===== src/rtl/ivec_pkg.sv =====
`default_nettype none

package ivec_pkg;

    typedef enum logic
    {
        FUNC_ENCODE = 1'b0,
        FUNC_DECODE = 1'b1
    } func_t;

    typedef enum logic [1:0]
    {
        HELD_NONE  = 2'd0,
        HELD_PCT   = 2'd1,
        HELD_DIGIT = 2'd2
    } held_t;

    // bytes produced by one input beat, oldest in slot 0
    typedef struct packed
    {
        logic [2:0][7:0] bytes;
        logic [1:0]      cnt;
        logic            last;
    } run_t;

    localparam logic [7:0] CH_PCT   = 8'h25;
    localparam logic [7:0] CH_TAB   = 8'h09;
    localparam logic [7:0] CH_LF    = 8'h0A;
    localparam logic [7:0] CH_CR    = 8'h0D;
    localparam logic [7:0] CH_SP    = 8'h20;
    localparam logic [7:0] CH_COMMA = 8'h2C;
    localparam logic [7:0] CH_SEMI  = 8'h3B;
    localparam logic [7:0] CH_EQ    = 8'h3D;

    localparam logic [7:0] DG_0 = 8'h30;
    localparam logic [7:0] DG_2 = 8'h32;
    localparam logic [7:0] DG_3 = 8'h33;
    localparam logic [7:0] DG_5 = 8'h35;
    localparam logic [7:0] DG_9 = 8'h39;
    localparam logic [7:0] DG_A = 8'h41;
    localparam logic [7:0] DG_B = 8'h42;
    localparam logic [7:0] DG_C = 8'h43;
    localparam logic [7:0] DG_D = 8'h44;

endpackage

`default_nettype wire


===== src/rtl/info_value_escape_codec.sv =====
// channel   handshake            beat payload
// -------   ------------------   ----------------------------------
// input     push / full          func, data_byte, value_last
// result    pop / empty          out_byte, run_last, value_end
//
// one input beat per cycle while the run queue is not full; it yields up to
// three result beats, one per cycle while pop drains them; the single-byte
// output register sets that rate, and an escaped byte in encode yields three
// each result beat is held in the run queue, then in the output register
// the run queue lets the front keep taking beats while results wait for pop
// reset clears the decoder hold, the run queue and the output valid flag
`default_nettype none

module info_value_escape_codec
#(
    parameter int QUEUE_DEPTH = 2
)
(
    input  wire logic        clk,
    input  wire logic        rst_n,
    input  wire logic        push,
    output logic             full,
    input  wire logic        func,
    input  wire logic [7:0]  data_byte,
    input  wire logic        value_last,
    output logic             empty,
    input  wire logic        pop,
    output logic [7:0]       out_byte,
    output logic             run_last,
    output logic             value_end
);

    ivec_pkg::run_t wr_run;
    ivec_pkg::run_t rd_run;
    logic           wr_en;
    logic           rd_en;
    logic           q_valid;

    ivec_front u_front
    (
        .clk        (clk),
        .rst_n      (rst_n),
        .push       (push),
        .q_full     (full),
        .func       (func),
        .data_byte  (data_byte),
        .value_last (value_last),
        .wr_run     (wr_run),
        .wr_en      (wr_en)
    );

    ivec_fifo #(.DEPTH(QUEUE_DEPTH)) u_fifo
    (
        .clk    (clk),
        .rst_n  (rst_n),
        .wr_en  (wr_en),
        .wr_run (wr_run),
        .rd_en  (rd_en),
        .full   (full),
        .valid  (q_valid),
        .rd_run (rd_run)
    );

    ivec_back u_back
    (
        .clk       (clk),
        .rst_n     (rst_n),
        .q_valid   (q_valid),
        .q_run     (rd_run),
        .q_rd      (rd_en),
        .empty     (empty),
        .pop       (pop),
        .out_byte  (out_byte),
        .run_last  (run_last),
        .value_end (value_end)
    );

endmodule

`default_nettype wire


===== src/rtl/ivec_front.sv =====
`default_nettype none

module ivec_front
(
    input  wire logic          clk,
    input  wire logic          rst_n,
    input  wire logic          push,
    input  wire logic          q_full,
    input  wire logic          func,
    input  wire logic [7:0]    data_byte,
    input  wire logic          value_last,
    output ivec_pkg::run_t     wr_run,
    output logic               wr_en
);

    ivec_pkg::held_t held_count_reg;
    ivec_pkg::held_t held_count_next;
    logic [7:0]      held_digit_reg;
    logic [7:0]      held_digit_next;
    logic            accept;
    logic            fresh;
    logic [1:0]      cnt;
    logic [16:0]     enc;
    logic [8:0]      pair;
    logic            digit_ok;

    // {hit, first digit, second digit}
    function automatic logic [16:0] enc_code(input logic [7:0] b);
        logic [16:0] r;
        r = '0;
        unique case (b)
            ivec_pkg::CH_PCT:   r = {1'b1, ivec_pkg::DG_2, ivec_pkg::DG_5};
            ivec_pkg::CH_TAB:   r = {1'b1, ivec_pkg::DG_0, ivec_pkg::DG_9};
            ivec_pkg::CH_LF:    r = {1'b1, ivec_pkg::DG_0, ivec_pkg::DG_A};
            ivec_pkg::CH_CR:    r = {1'b1, ivec_pkg::DG_0, ivec_pkg::DG_D};
            ivec_pkg::CH_SP:    r = {1'b1, ivec_pkg::DG_2, ivec_pkg::DG_0};
            ivec_pkg::CH_COMMA: r = {1'b1, ivec_pkg::DG_2, ivec_pkg::DG_C};
            ivec_pkg::CH_SEMI:  r = {1'b1, ivec_pkg::DG_3, ivec_pkg::DG_B};
            ivec_pkg::CH_EQ:    r = {1'b1, ivec_pkg::DG_3, ivec_pkg::DG_D};
            default:            r = '0;
        endcase
        return r;
    endfunction

    // {hit, decoded byte}
    function automatic logic [8:0] pair_decode(input logic [7:0] d, input logic [7:0] e);
        logic [8:0] r;
        r = '0;
        unique case ({d, e})
            {ivec_pkg::DG_2, ivec_pkg::DG_5}: r = {1'b1, ivec_pkg::CH_PCT};
            {ivec_pkg::DG_2, ivec_pkg::DG_0}: r = {1'b1, ivec_pkg::CH_SP};
            {ivec_pkg::DG_2, ivec_pkg::DG_C}: r = {1'b1, ivec_pkg::CH_COMMA};
            {ivec_pkg::DG_0, ivec_pkg::DG_9}: r = {1'b1, ivec_pkg::CH_TAB};
            {ivec_pkg::DG_0, ivec_pkg::DG_A}: r = {1'b1, ivec_pkg::CH_LF};
            {ivec_pkg::DG_0, ivec_pkg::DG_D}: r = {1'b1, ivec_pkg::CH_CR};
            {ivec_pkg::DG_3, ivec_pkg::DG_B}: r = {1'b1, ivec_pkg::CH_SEMI};
            {ivec_pkg::DG_3, ivec_pkg::DG_D}: r = {1'b1, ivec_pkg::CH_EQ};
            default:                          r = '0;
        endcase
        return r;
    endfunction

    assign accept   = push && !q_full;
    assign enc      = enc_code(data_byte);
    assign pair     = pair_decode(held_digit_reg, data_byte);
    assign digit_ok = (data_byte == ivec_pkg::DG_2) || (data_byte == ivec_pkg::DG_0)
                   || (data_byte == ivec_pkg::DG_3);

    always_comb
    begin
        wr_run          = '0;
        cnt             = 2'd0;
        fresh           = 1'b0;
        held_count_next = held_count_reg;
        held_digit_next = held_digit_reg;

        if (func == ivec_pkg::FUNC_ENCODE)
        begin
            held_count_next = ivec_pkg::HELD_NONE;
            held_digit_next = '0;
            if (enc[16])
            begin
                wr_run.bytes[0] = ivec_pkg::CH_PCT;
                wr_run.bytes[1] = enc[15:8];
                wr_run.bytes[2] = enc[7:0];
                cnt = 2'd3;
            end
            else
            begin
                wr_run.bytes[0] = data_byte;
                cnt = 2'd1;
            end
        end
        else
        begin
            unique case (held_count_reg)
                ivec_pkg::HELD_PCT:
                begin
                    if (digit_ok)
                    begin
                        held_count_next = ivec_pkg::HELD_DIGIT;
                        held_digit_next = data_byte;
                    end
                    else
                    begin
                        held_count_next = ivec_pkg::HELD_NONE;
                        wr_run.bytes[0] = ivec_pkg::CH_PCT;
                        cnt   = 2'd1;
                        fresh = 1'b1;
                    end
                end
                ivec_pkg::HELD_DIGIT:
                begin
                    held_count_next = ivec_pkg::HELD_NONE;
                    held_digit_next = '0;
                    if (pair[8])
                    begin
                        wr_run.bytes[0] = pair[7:0];
                        cnt = 2'd1;
                    end
                    else
                    begin
                        wr_run.bytes[0] = ivec_pkg::CH_PCT;
                        wr_run.bytes[1] = held_digit_reg;
                        cnt   = 2'd2;
                        fresh = 1'b1;
                    end
                end
                default:
                begin
                    held_count_next = ivec_pkg::HELD_NONE;
                    held_digit_next = '0;
                    fresh = 1'b1;
                end
            endcase
        end

        // byte handled from idle, after any broken sequence
        if (fresh)
        begin
            if (data_byte == ivec_pkg::CH_PCT)
            begin
                held_count_next = ivec_pkg::HELD_PCT;
                held_digit_next = '0;
            end
            else
            begin
                wr_run.bytes[cnt] = data_byte;
                cnt = cnt + 2'd1;
            end
        end

        // flush on last beat of the value
        if (value_last)
        begin
            if (held_count_next != ivec_pkg::HELD_NONE && cnt != 2'd3)
            begin
                wr_run.bytes[cnt] = ivec_pkg::CH_PCT;
                cnt = cnt + 2'd1;
            end
            if (held_count_next == ivec_pkg::HELD_DIGIT && cnt != 2'd3)
            begin
                wr_run.bytes[cnt] = held_digit_next;
                cnt = cnt + 2'd1;
            end
            held_count_next = ivec_pkg::HELD_NONE;
            held_digit_next = '0;
        end

        wr_run.cnt  = cnt;
        wr_run.last = value_last;
    end

    assign wr_en = accept && (cnt != 2'd0);

    always_ff @(posedge clk or negedge rst_n)
    begin
        if (!rst_n)
        begin
            held_count_reg <= ivec_pkg::HELD_NONE;
            held_digit_reg <= '0;
        end
        else if (accept)
        begin
            held_count_reg <= held_count_next;
            held_digit_reg <= held_digit_next;
        end
    end

    a_held_code: assert property (@(posedge clk) disable iff (!rst_n)
        held_count_reg != 2'd3)
        else $error("decoder hold count out of range");

    a_digit_clear: assert property (@(posedge clk) disable iff (!rst_n)
        (held_count_reg != ivec_pkg::HELD_DIGIT) |-> (held_digit_reg == 8'd0))
        else $error("held digit not cleared");

    a_last_flush: assert property (@(posedge clk) disable iff (!rst_n)
        (accept && value_last) |=> (held_count_reg == ivec_pkg::HELD_NONE))
        else $error("hold not flushed after last beat");

endmodule

`default_nettype wire


===== src/rtl/ivec_fifo.sv =====
`default_nettype none

module ivec_fifo
#(
    parameter int DEPTH = 2
)
(
    input  wire logic            clk,
    input  wire logic            rst_n,
    input  wire logic            wr_en,
    input  wire ivec_pkg::run_t  wr_run,
    input  wire logic            rd_en,
    output logic                 full,
    output logic                 valid,
    output ivec_pkg::run_t       rd_run
);

    localparam int PTR_W = (DEPTH > 1) ? $clog2(DEPTH) : 1;
    localparam int CNT_W = $clog2(DEPTH + 1);

    ivec_pkg::run_t   slot_reg [DEPTH];
    logic [PTR_W-1:0] wr_ptr_reg;
    logic [PTR_W-1:0] wr_ptr_next;
    logic [PTR_W-1:0] rd_ptr_reg;
    logic [PTR_W-1:0] rd_ptr_next;
    logic [CNT_W-1:0] count_reg;
    logic [CNT_W-1:0] count_next;

    assign full   = (count_reg == CNT_W'(DEPTH));
    assign valid  = (count_reg != '0);
    assign rd_run = slot_reg[rd_ptr_reg];

    always_comb
    begin
        wr_ptr_next = wr_ptr_reg;
        rd_ptr_next = rd_ptr_reg;
        if (wr_en)
            wr_ptr_next = (wr_ptr_reg == PTR_W'(DEPTH - 1)) ? '0 : wr_ptr_reg + 1'b1;
        if (rd_en)
            rd_ptr_next = (rd_ptr_reg == PTR_W'(DEPTH - 1)) ? '0 : rd_ptr_reg + 1'b1;
        count_next = count_reg + CNT_W'(wr_en) - CNT_W'(rd_en);
    end

    always_ff @(posedge clk or negedge rst_n)
    begin
        if (!rst_n)
        begin
            wr_ptr_reg <= '0;
            rd_ptr_reg <= '0;
            count_reg  <= '0;
        end
        else
        begin
            wr_ptr_reg <= wr_ptr_next;
            rd_ptr_reg <= rd_ptr_next;
            count_reg  <= count_next;
        end
    end

    always_ff @(posedge clk)
    begin
        if (wr_en)
            slot_reg[wr_ptr_reg] <= wr_run;
    end

    a_no_overflow: assert property (@(posedge clk) disable iff (!rst_n)
        !(wr_en && full))
        else $error("run queue overflow");

    a_no_underflow: assert property (@(posedge clk) disable iff (!rst_n)
        !(rd_en && !valid))
        else $error("run queue underflow");

    a_count_range: assert property (@(posedge clk) disable iff (!rst_n)
        count_reg <= CNT_W'(DEPTH))
        else $error("run queue count out of range");

endmodule

`default_nettype wire


===== src/rtl/ivec_back.sv =====
`default_nettype none

module ivec_back
(
    input  wire logic          clk,
    input  wire logic          rst_n,
    input  wire logic          q_valid,
    input  wire ivec_pkg::run_t q_run,
    output logic               q_rd,
    output logic               empty,
    input  wire logic          pop,
    output logic [7:0]         out_byte,
    output logic               run_last,
    output logic               value_end
);

    logic [1:0] idx_reg;
    logic [1:0] idx_next;
    logic       out_valid_reg;
    logic       out_valid_next;
    logic       load;
    logic       last_byte;

    assign load      = q_valid && (!out_valid_reg || pop);
    assign last_byte = (idx_reg == (q_run.cnt - 2'd1));
    assign q_rd      = load && last_byte;
    assign empty     = !out_valid_reg;

    always_comb
    begin
        idx_next       = idx_reg;
        out_valid_next = out_valid_reg;
        if (pop && out_valid_reg)
            out_valid_next = 1'b0;
        if (load)
        begin
            out_valid_next = 1'b1;
            idx_next       = last_byte ? 2'd0 : idx_reg + 2'd1;
        end
    end

    always_ff @(posedge clk or negedge rst_n)
    begin
        if (!rst_n)
        begin
            idx_reg       <= 2'd0;
            out_valid_reg <= 1'b0;
        end
        else
        begin
            idx_reg       <= idx_next;
            out_valid_reg <= out_valid_next;
        end
    end

    always_ff @(posedge clk)
    begin
        if (load)
        begin
            out_byte  <= q_run.bytes[idx_reg];
            run_last  <= last_byte;
            value_end <= last_byte && q_run.last;
        end
    end

    a_idx_in_run: assert property (@(posedge clk) disable iff (!rst_n)
        q_valid |-> (idx_reg < q_run.cnt))
        else $error("byte index past end of run");

    a_idx_idle: assert property (@(posedge clk) disable iff (!rst_n)
        !q_valid |-> (idx_reg == 2'd0))
        else $error("byte index not reset between runs");

    a_end_on_last: assert property (@(posedge clk) disable iff (!rst_n)
        (out_valid_reg && value_end) |-> run_last)
        else $error("value end without run end");

endmodule

`default_nettype wire

===== config.mk =====
export PLATFORM = sky130hd
export DESIGN_NAME = info_value_escape_codec
export DESIGN_NICKNAME = d
export VERILOG_FILES = /design/src/rtl/ivec_pkg.sv /design/src/rtl/info_value_escape_codec.sv /design/src/rtl/ivec_front.sv /design/src/rtl/ivec_fifo.sv /design/src/rtl/ivec_back.sv
export SDC_FILE = /design/constraint.sdc
export NUM_CORES = 1
export LEC_CHECK = 0
export ABC_AREA = 1
export ABC_CLOCK_PERIOD_IN_PS = 9000
export BUFFER_PORTS_ARGS = -buffer_cell sky130_fd_sc_hd__buf_2
export CELL_PAD_IN_SITES_DETAIL_PLACEMENT = 1
export CELL_PAD_IN_SITES_GLOBAL_PLACEMENT = 2
export CORE_MARGIN = 2
export CORE_UTILIZATION = 40
export DETAILED_ROUTE_END_ITERATION = 16
export GPL_TIMING_DRIVEN = 0
export HOLD_SLACK_MARGIN = 0.03
export PLACE_DENSITY_LB_ADDON = 0.1
export RECOVER_POWER = 50
export SLEW_MARGIN = 0
export SYNTH_ARGS = -nofsm -noshare
export SYNTH_HDL_FRONTEND = slang
export SYNTH_SLANG_ARGS = --single-unit

===== constraint.sdc =====
create_clock -name clk -period 9 [get_ports clk]
set_input_delay 2.7 -clock clk [delete_from_list [all_inputs] [get_ports clk]]
set_output_delay 2.7 -clock clk [all_outputs]
set_load 0.005 [all_outputs]

==> flow_metrics.env <==
export IMPL_status="finished clean"
export IMPL_top_usage_layer="met2"
export IMPL_detail_route_antenna_nets=0
export IMPL_drive_gt1_frac=0.0973
export IMPL_cp_slowest_stage_delay_ns=0.81
export IMPL_io_pins=26
export IMPL_cts_sinks=81
export IMPL_die_area_um2=12500
export IMPL_avgRoutedWirePerCell_um=17.7
export IMPL_drc=0
export IMPL_synth_top_area_share=0.412
export IMPL_yosys_warnings=0
export IMPL_rows=39
export IMPL_placed_cells=723
export IMPL_vias=3886
export IMPL_initial_core_util=0.410
export IMPL_hold_viol_final=0
export IMPL_min_period_ns=7.76
export IMPL_synth_top_flop_cell="edfxtp_1"
export IMPL_skew_ns=0.0108
export IMPL_cp_start_kind="primary input"
export IMPL_ctsResizeCount=0
export IMPL_core_area_um2=11400
export IMPL_routed_wl_mm=13.1
export IMPL_largest_reg_flops=54
export IMPL_syn_area_um2=4660
export IMPL_cp_required_ns=8.95
export IMPL_avgViaCountPerCell=5.26
export IMPL_die_x_um=112
export IMPL_crit_top_cell="nand2_1"
export IMPL_setup_worst_path_end_class="flip-flop"
export IMPL_fin_setup_tns_ns=0
export IMPL_hpwl_mm=10.4
export IMPL_met2_usage=0.389
export IMPL_synth_edf_count=64
export IMPL_grt_pass1_vias=4059
export IMPL_rsz0062_at_grt="false"
export IMPL_cts_clk_slew_worst_paths_ns=0.06
export IMPL_yosysTopAreaCell="edfxtp_1"
export IMPL_met1_usage=0.268
export IMPL_fin_crit_sh=0.862
export IMPL_grt_pass1_wl_mm=21.0
export IMPL_cts_buffers=9
export IMPL_first_pass_iters=4
export IMPL_slew_violations=0
export IMPL_final_common_cell="nand2_1"
export IMPL_clkLatencyLatePin_ns=0.34
export IMPL_synth_area_leaders="edfxtp_1, nand2_1, dfrtp_1, nor2_1, o21ai_0"
export IMPL_gp_congestion=0.866
export IMPL_hp_class="flip-flop to flip-flop"
export IMPL_antenna_found_initial=0
export IMPL_crit_arrival_ns=7.71
export IMPL_die_h_um=112
export IMPL_most_common_layout_cells="nand2_1, nor2_1, inv_1, edfxtp_1, o21ai_0"
export IMPL_cts_tree="yes"
export IMPL_cts_root_buf="clkbuf_16"
export IMPL_grt_use_met3=0.0343
export IMPL_cap_violations=0
export IMPL_hold_buffers=0
export IMPL_num_antenna_cells=0
export IMPL_synth_nets=585
export IMPL_avgSynthCellArea_um2=8.38
export IMPL_vdd_drop_max_mv=0.149
export IMPL_slew_headroom=0.277
export IMPL_area_growth_pct=12.0
export IMPL_synth_cell_types=37
export IMPL_seq_area_frac_synth=0.504
export IMPL_timing_final_ws_setup_ns=1.24
export IMPL_p_leak_nw=2.28
export IMPL_worstPathMaxFanout=27
export IMPL_grt_usage=0.219
export IMPL_cp_slowest_cell="inv_1"
export IMPL_io_buffers=24
export IMPL_fmax_ghz=0.129
export IMPL_async_flop_share=0.210
export IMPL_worst_slew_pin_slew_ns=1.08
export IMPL_powerDensity_nw_per_um2=243
export IMPL_htreeDepth=3
export IMPL_drt_initial_drc_count=167
export IMPL_finalSetupViolCount=0
export IMPL_ctsLongestPathBuffers=2
export IMPL_yosys_register_bits=81
export IMPL_dp_slack_ns=1.40
export IMPL_worstSetupPathType="primary input to flip-flop"
export IMPL_netlist_instances=556
export IMPL_overflow=0
export IMPL_fin_nets=620
export IMPL_post_cts_buffers=0
export IMPL_stdcell_count=739
export IMPL_grt_max_degree=28
==> area by class of cell <==
cell class,instances,area [um^2]
Clock inverter,4,27.5
Multi-Input combinational cell,389,1960
Buffer,13,57.6
Timing Repair Buffer,24,113
Clock buffer,12,258
Inverter,73,274
Tap cell,143,179
Fill cell,1382,6150
Sequential cell,81,2350
==> synth_stat cells (2+ instances only) <==
cell	number
nand2_2	8
clkbuf_1	8
nor2_2	4
clkinv_1	2
dfrtp_1	17
o22ai_1	13
o32ai_1	8
a21oi_1	9
nand3_2	3
and2_1	3
inv_2	6
nor3_1	5
nor3b_1	2
o21ai_0	59
nand2_1	123
inv_1	65
o211ai_1	7
xor2_1	4
buf_2	4
nand4_1	2
nor2_1	83
nand3_1	27
a22oi_1	2
o21ai_1	2
edfxtp_1	64
ha_1	15
==> kinds of logic (layout without fill, tap and decap cells) <==
group | count (synthesis) | count (layout) | share of synthesized area
buf+inv | 86 | 126 | 0.0712
fa+ha+maj | 15 | 15 | 0.0403
simple gates | 264 | 264 | 0.243
compound gates | 104 | 104 | 0.131
flops | 81 | 81 | 0.504
mux | 1 | 1 | 0.00215
xor+xnor | 5 | 5 | 0.00940
==> per-layer routing <==
layer  wire length (um)  vias up
li1                   -     1933
met1               5910     1885
met2               6590       47
met3                269       21
met4                294        0
met5                  0        -
==> where the power goes <==
group | switching, mW | total [mW] | internal, mW
Sequential | 0.0252 | 0.541 | 0.516
Combinational | 0.267 | 0.381 | 0.114
Clock | 0.145 | 0.348 | 0.203
Total | 0.437 | 1.27 | 0.834
==> critical path: cells and delay by family <==
kind / cells / cell delay [ns]
buffers and inverters: 9 / 1.65
adders and majority gates: 3 / 0.73
AOI/OAI and AO/OA: 3 / 0.46
and+or+nand+nor: 14 / 2.14
==> worst paths after layout <==
check / startpoint / end / slack [ns] / cells past startpoint
max: data_byte[4] / u_fifo.slot_reg[0][10] / 1.24 / 29
min: u_fifo.wr_ptr_reg / u_fifo.wr_ptr_reg / 0.48 / 2
max reg2reg: u_front.held_digit_reg[5] / u_fifo.slot_reg[0][10] / 3.68 / 29
min reg2reg: u_fifo.wr_ptr_reg / u_fifo.wr_ptr_reg / 0.48 / 2
max in group asynchronous: rst_n / u_front.held_digit_reg[3] / 5.86 / 1
min in group asynchronous: rst_n / u_fifo.rd_ptr_reg / 2.51 / 1
==> through the flow <==
step           hold WS (ns)  cell area [um^2]  utilization  total power, mW
5_1_grt               0.509              5220        0.459             1.35
3_5_place_dp          0.471              4970        0.437            0.938
2_1_floorplan         0.442              4660            -            0.792
3_3_place_gp          0.457              4960        0.436            0.913
6_report              0.480              5220        0.459             1.27
4_1_cts               0.487              5250        0.462             1.29
Power figures use the tool's default switching activity.
